<file path="src/rtl/core/binary_min_heap_queue_macros.svh">
// Assertion macros for the binary min-heap queue.
// Uses clk and arst_n of the including module; no other dependencies.
`ifndef BINARY_MIN_HEAP_QUEUE_MACROS_SVH
`define BINARY_MIN_HEAP_QUEUE_MACROS_SVH

// plain property, sampled on clk, off during reset
`define BMHQ_ASSERT(label, prop, msg) \
	label: assert property (@(posedge clk) disable iff (!arst_n) (prop)) else $error(msg);

// implication, sampled on clk, off during reset
`define BMHQ_ASSERT_IMPL(label, ante, cons, msg) \
	label: assert property (@(posedge clk) disable iff (!arst_n) (ante) |-> (cons)) \
		else $error(msg);

`endif

</file>
<file path="src/rtl/core/bmhq_pkg.sv">
// Shared types and constants of the binary min-heap queue.
// No dependencies; used by bmhq_store and binary_min_heap_queue.
`default_nettype none

package bmhq_pkg;

	localparam int ID_W      = 16;
	localparam int WT_W      = 32;
	localparam int ACT_W     = 2;
	localparam int CNT_OUT_W = 7;
	localparam int S_DATA_W  = 48;
	localparam int M_DATA_W  = 64;

	typedef struct packed {
		logic [ID_W-1:0] id;
		logic [WT_W-1:0] wt;
	} entry_t;

	typedef enum logic [1:0] {
		ACT_ENQ = 2'd0,
		ACT_DEQ = 2'd1,
		ACT_REM = 2'd2,
		ACT_NOP = 2'd3
	} action_t;

	typedef enum logic [1:0] {
		STAT_OK        = 2'd0,
		STAT_EMPTY     = 2'd1,
		STAT_FULL      = 2'd2,
		STAT_NOT_FOUND = 2'd3
	} status_t;

	typedef enum logic [3:0] {
		FSM_IDLE,
		FSM_UP_RD,
		FSM_UP_CMP,
		FSM_DN_RD,
		FSM_DN_CMP,
		FSM_DEQ_LD,
		FSM_SRCH,
		FSM_RM_LD,
		FSM_PLACE,
		FSM_DONE
	} state_t;

endpackage

`default_nettype wire

</file>
<file path="src/rtl/core/bmhq_store.sv">
// Heap entry storage: one write port, two read ports with registered data.
// Depends on bmhq_pkg for entry_t.
`default_nettype none

module bmhq_store #(
	parameter int DEPTH = 64,
	localparam int AW = $clog2(DEPTH)
) (
	input  logic                clk,
	input  logic                we,
	input  logic [AW-1:0]       wa,
	input  bmhq_pkg::entry_t    wd,
	input  logic [AW-1:0]       ra,
	input  logic [AW-1:0]       rb,
	output bmhq_pkg::entry_t    rda,
	output bmhq_pkg::entry_t    rdb
);
	import bmhq_pkg::*;

	entry_t mem [DEPTH];

	always_ff @(posedge clk) begin
		if (we) begin
			mem[wa] <= wd;
		end
		rda <= mem[ra];
		rdb <= mem[rb];
	end

endmodule

`default_nettype wire

</file>
<file path="config.mk">
export PLATFORM = sky130hd
export DESIGN_NAME = bmhq_store
export DESIGN_NICKNAME = d
export VERILOG_FILES = /design/src/rtl/core/binary_min_heap_queue_macros.svh /design/src/rtl/core/bmhq_pkg.sv /design/src/rtl/core/bmhq_store.sv
export SDC_FILE = /design/constraint.sdc
export NUM_CORES = 2
export LEC_CHECK = 0
export BUFFER_PORTS_ARGS = -buffer_cell sky130_fd_sc_hd__buf_2
export CORE_ASPECT_RATIO = 1.75
export CORE_UTILIZATION = 35
export CTS_CLUSTER_DIAMETER = 50
export DETAILED_ROUTE_END_ITERATION = 12
export GPL_ROUTABILITY_DRIVEN = 1
export SLEW_MARGIN = 20
export SYNTH_ARGS = -nofsm -noshare
export SYNTH_HDL_FRONTEND = slang
export SYNTH_SLANG_ARGS = --single-unit
</file>
<file path="constraint.sdc">
create_clock -name clk -period 10 [get_ports clk]
set_input_delay 1 -clock clk [delete_from_list [all_inputs] [get_ports clk]]
set_output_delay 1 -clock clk [all_outputs]
set_load 0.05 [all_outputs]
</file>
## Word-level counts from Yosys, hierarchy flattened

Memories as Yosys holds them, arrays and structs flattened. A register that Yosys moved wholly into a read port is not among the register bits.
Cells that the tools add are included.

| storage, ports and cells | value |
|---|---|
| memories | 1 |
| logic and storage cells | 3 |
| register bits after elaboration | 0 |
| input bits | 68 |
| RAM bits | 3072 |

| operators by class | value |
|---|---|
| muxes and demuxes | 2 |

Memory list:

| memory | words | width | read ports | clocked after memory_dff | write ports | RTL line | RTL |
|---|---|---|---|---|---|---|---|
| mem | 64 | 48 | 2 | 2 | 1 | bmhq_store.sv:20 | `entry_t mem [DEPTH];` |

Operators by type and width:

| cell | count |
|---|---|
| 1-bit two-way mux | 2 |

## Longest topological paths before layout

| logic depth | value |
|---|---|
| depth after elaboration | 2 |
| gate-level depth with buffers | 10 |
| gate-level depth less buffers | 5 |

## Worst setup path before layout

Ideal clock, no wire load.

| timing path | value |
|---|---|
| path type | input-to-reg |
| start | input wa[3] |
| end | memory mem[48][0] (netlist name), enable pin |
| setup slack | 4.715 ns |
| required time | 9.487 ns |
| library setup time | 0.513 ns |
| arrival time | 4.772 ns |
| cell stages on the path | 4 |
| cell sequence | clkbuf_1 -> nor2b_1 -> nand4b_1 -> nor3_1 |

RTL lines:

| item | RTL line | RTL |
|---|---|---|
| start, declared | bmhq_store.sv:11 | `input logic [AW-1:0] wa,` |
| end, declared | bmhq_store.sv:20 |  |

No word-level cell before the write port.

==> impl_metrics.json <==
{
  "synth_nets": 6806,
  "fin_cells": 12500,
  "fp.dieArea_sq_mm": 0.405,
  "antenna_found_initial": 83,
  "routed_wl_microns": 557000,
  "synth_warnings": 0,
  "path_cells": "buf_8 -> buf_4 -> buf_4 -> mux4_2 -> o221ai_1 -> a31oi_1 -> a21oi_1 -> a311oi_1",
  "cts_hold_buf": 0,
  "fillers": 35200,
  "synth_edf_count": 3072,
  "place_inst": 11900,
  "drtIter0Drc": 12300,
  "dieWidth_microns": 482,
  "track_usage_pct": 27.3,
  "drtPass1Iterations": 6,
  "hold_class": "input pin to flip-flop",
  "fp.coreArea_sq_mm": 0.400,
  "ant_nets": 0,
  "grt_max_degree": 117,
  "fmax_mhz": 228,
  "critPathKind": "input pin to flip-flop",
  "clk_latency_ns": 0.93,
  "portBuffers": 163,
  "final-max-slew-violation-count": 0,
  "cts_buffer_depth": 4,
  "io_pins": 164,
  "slew_headroom_pct": 18.5,
  "seq_area_frac_synth_pct": 66.8,
  "arrival_ns": 5.05,
  "hpwl_microns": 331000,
  "htree_levels": 5,
  "cts_made_buffers": 285,
  "post_cts.repair.setup_buffers": 0,
  "setup_tns_ns": 0,
  "ys_seq_elements": 3168,
  "gp_congestion": 0.874,
  "grt_setup_unrepaired": "false",
  "endpoint_kind": "flip-flop",
  "syn_area_per_cell_sq_um": 20.9,
  "initial_utilization_pct": 35.2,
  "ys.flop_type": "edfxtp_1",
  "status": "completed",
  "period_needed_ns": 4.39,
  "die_height_microns": 841,
  "syn-cell-area_sq_mm": 0.141,
  "grt_pass1_vias": 85500,
  "grt_pass1_wl_microns": 745000,
  "final_util_pct": 39.6,
  "cpMaxStageDelayCell": "a311oi_1",
  "finalClockSkew_ns": 0.0642,
  "cts_tree": "yes",
  "area_delta_synth_final_pct": 12.4,
  "post_drt_via_cell_ratio": 6.66,
  "drive_above_1_share_pct": 35.3,
  "finalHoldViolCount": 0,
  "cp_max_fo": 58,
  "setup_viol": 0,
  "drv_cap": 0,
  "ys_types": 48,
  "synthCells": 6738,
  "fin_crit_sh_pct": 43.9,
  "cp-start-kind": "input pin",
  "slowest_delay_ns": 0.90,
  "synth-async-reset-ratio_pct": 0,
  "p_leak_nw": 47.9,
  "cp_data_required_time_ns": 10.67,
  "avgRoutedWirePerCell_microns": 44.4,
  "rows": 307,
  "cts_resized": 0,
  "root_buffer": "clkbuf_16",
  "drc": 0,
  "clock-sinks": 3168,
  "path_common_cell": "buf_4",
  "powerDensity_mw_per_mm2": 180,
  "tightest_slew_ns": 1.22,
  "clk_pin_slew_ns": 0.07,
  "vias": 83600,
  "nNetsFinal": 6993,
  "ir_drop_mv": 0.131,
  "grt-ovfl-total": 0
}
-- path summary, 6_finish.rpt --
path | startpoint | end | slack, ns | cells after the start
hold reg to reg | mem[0][19]$_DFFE_PP_ | rda[19]$_DFF_P_ | 0.89 | 4
hold / removal | wd[33] | mem[16][33]$_DFFE_PP_ | 0.49 | 1
setup reg to reg | mem[14][7]$_DFFE_PP_ | rda[7]$_DFF_P_ | 7.62 | 5
setup / recovery | ra[2] | rda[7]$_DFF_P_ | 5.61 | 8
-- worst max-delay path, delay by kind of cell --
| family | cells | cell delay, ns |
|---|---|---|
| multiplexers | 1 | 0.36 |
| AO/OA/AOI/OAI | 4 | 1.53 |
| buffers and inverters | 3 | 1.92 |
-- state kept, by name, summed over array words and instances, names as in the netlist --
| register | flops |
|---|---|
| mem | 3072 |
| rda | 48 |
| rdb | 48 |
-- final cells by class --
| class | count | area, sq um | share of cell area [%] |
|---|---|---|---|
| diodes | 145 | 363 | 0.229 |
| clock buffers | 384 | 7830 | 4.94 |
| clock inverters | 122 | 1120 | 0.708 |
| inverters | 1 | 5.00 | 0.00316 |
| multi-input cells | 3017 | 44800 | 28.3 |
| flip-flops and latches | 3168 | 94200 | 59.4 |
| well taps | 5253 | 6570 | 4.15 |
| repair buffers | 452 | 3530 | 2.23 |
-- per-stage QoR --
stage	total power (W)	hold slack, ns	worst slack [ns]	instance area (sq um)
after global placement	0.0177	0.852	4.77	149000
after floorplan	0.0165	0.785	4.72	141000
after CTS	0.0286	0.661	5.71	158000
after global routing	0.0291	0.499	5.63	158000
after detailed placement	0.0177	0.875	4.79	149000
final	0.0285	0.492	5.61	158000
-- power by group --
part           internal [W]  switching (W)
combinational      0.000878        0.00168
sequential           0.0147       0.000180
clock               0.00600        0.00512
total                0.0216        0.00697
-- cells in the final DEF (no fill, tap or decap), types with 73 or more instances in the layout --
| cell type | count |
|---|---|
| nand2_1 | 104 |
| diode_2 | 145 |
| nor2_1 | 73 |
| clkbuf_16 | 292 |
| clkbuf_1 | 74 |
| dfxtp_1 | 96 |
| mux4_2 | 1535 |
| a22oi_1 | 95 |
| o221ai_1 | 73 |
| buf_2 | 145 |
| edfxtp_1 | 3072 |
| buf_4 | 268 |
| o22ai_1 | 336 |
| a22o_1 | 88 |
-- logic make-up (layout without fill, tap and decap cells) --
family / count (synthesis) / after routing / synth area share (%)
buffers and inverters: 553 / 959 / 1.86
muxes: 1604 / 1604 / 25.0
other: 0 / 145 / 0
AOI/OAI and AO/OA: 923 / 923 / 4.62
DFF: 3168 / 3168 / 66.8
and+or+nand+nor: 490 / 490 / 1.67
-- routing by layer --
| layer | up-vias | GRT usage, % | share of wire, % |
|---|---|---|---|
| met3 | 1744 | 6.18 | 10 |
| met4 | 32 | 21.8 | 9.4 |
| met1 | 45200 | 30.6 | 31 |
| li1 | 30400 | - | - |
| met2 | 6215 | 44.7 | 49 |
| met5 | - | 0 | 0.036 |
-- Yosys cell counts, drive strengths merged, types with 58 or more instances --
| cell | instances | area (sq um) |
|---|---|---|
| edfxtp | 3072 | 92200 |
| mux4 | 1535 | 34600 |
| o22ai | 336 | 2100 |
| buf | 296 | 1650 |
| clkbuf | 256 | 966 |
| nor2 | 140 | 526 |
| nand2 | 113 | 424 |
| dfxtp | 96 | 1920 |
| a22oi | 95 | 713 |
| a22o | 88 | 771 |
| o221ai | 73 | 639 |
| a21oi | 71 | 355 |
| a221oi | 63 | 552 |
| nor3 | 58 | 290 |
Note: power is estimated with default switching activity, not from simulation.
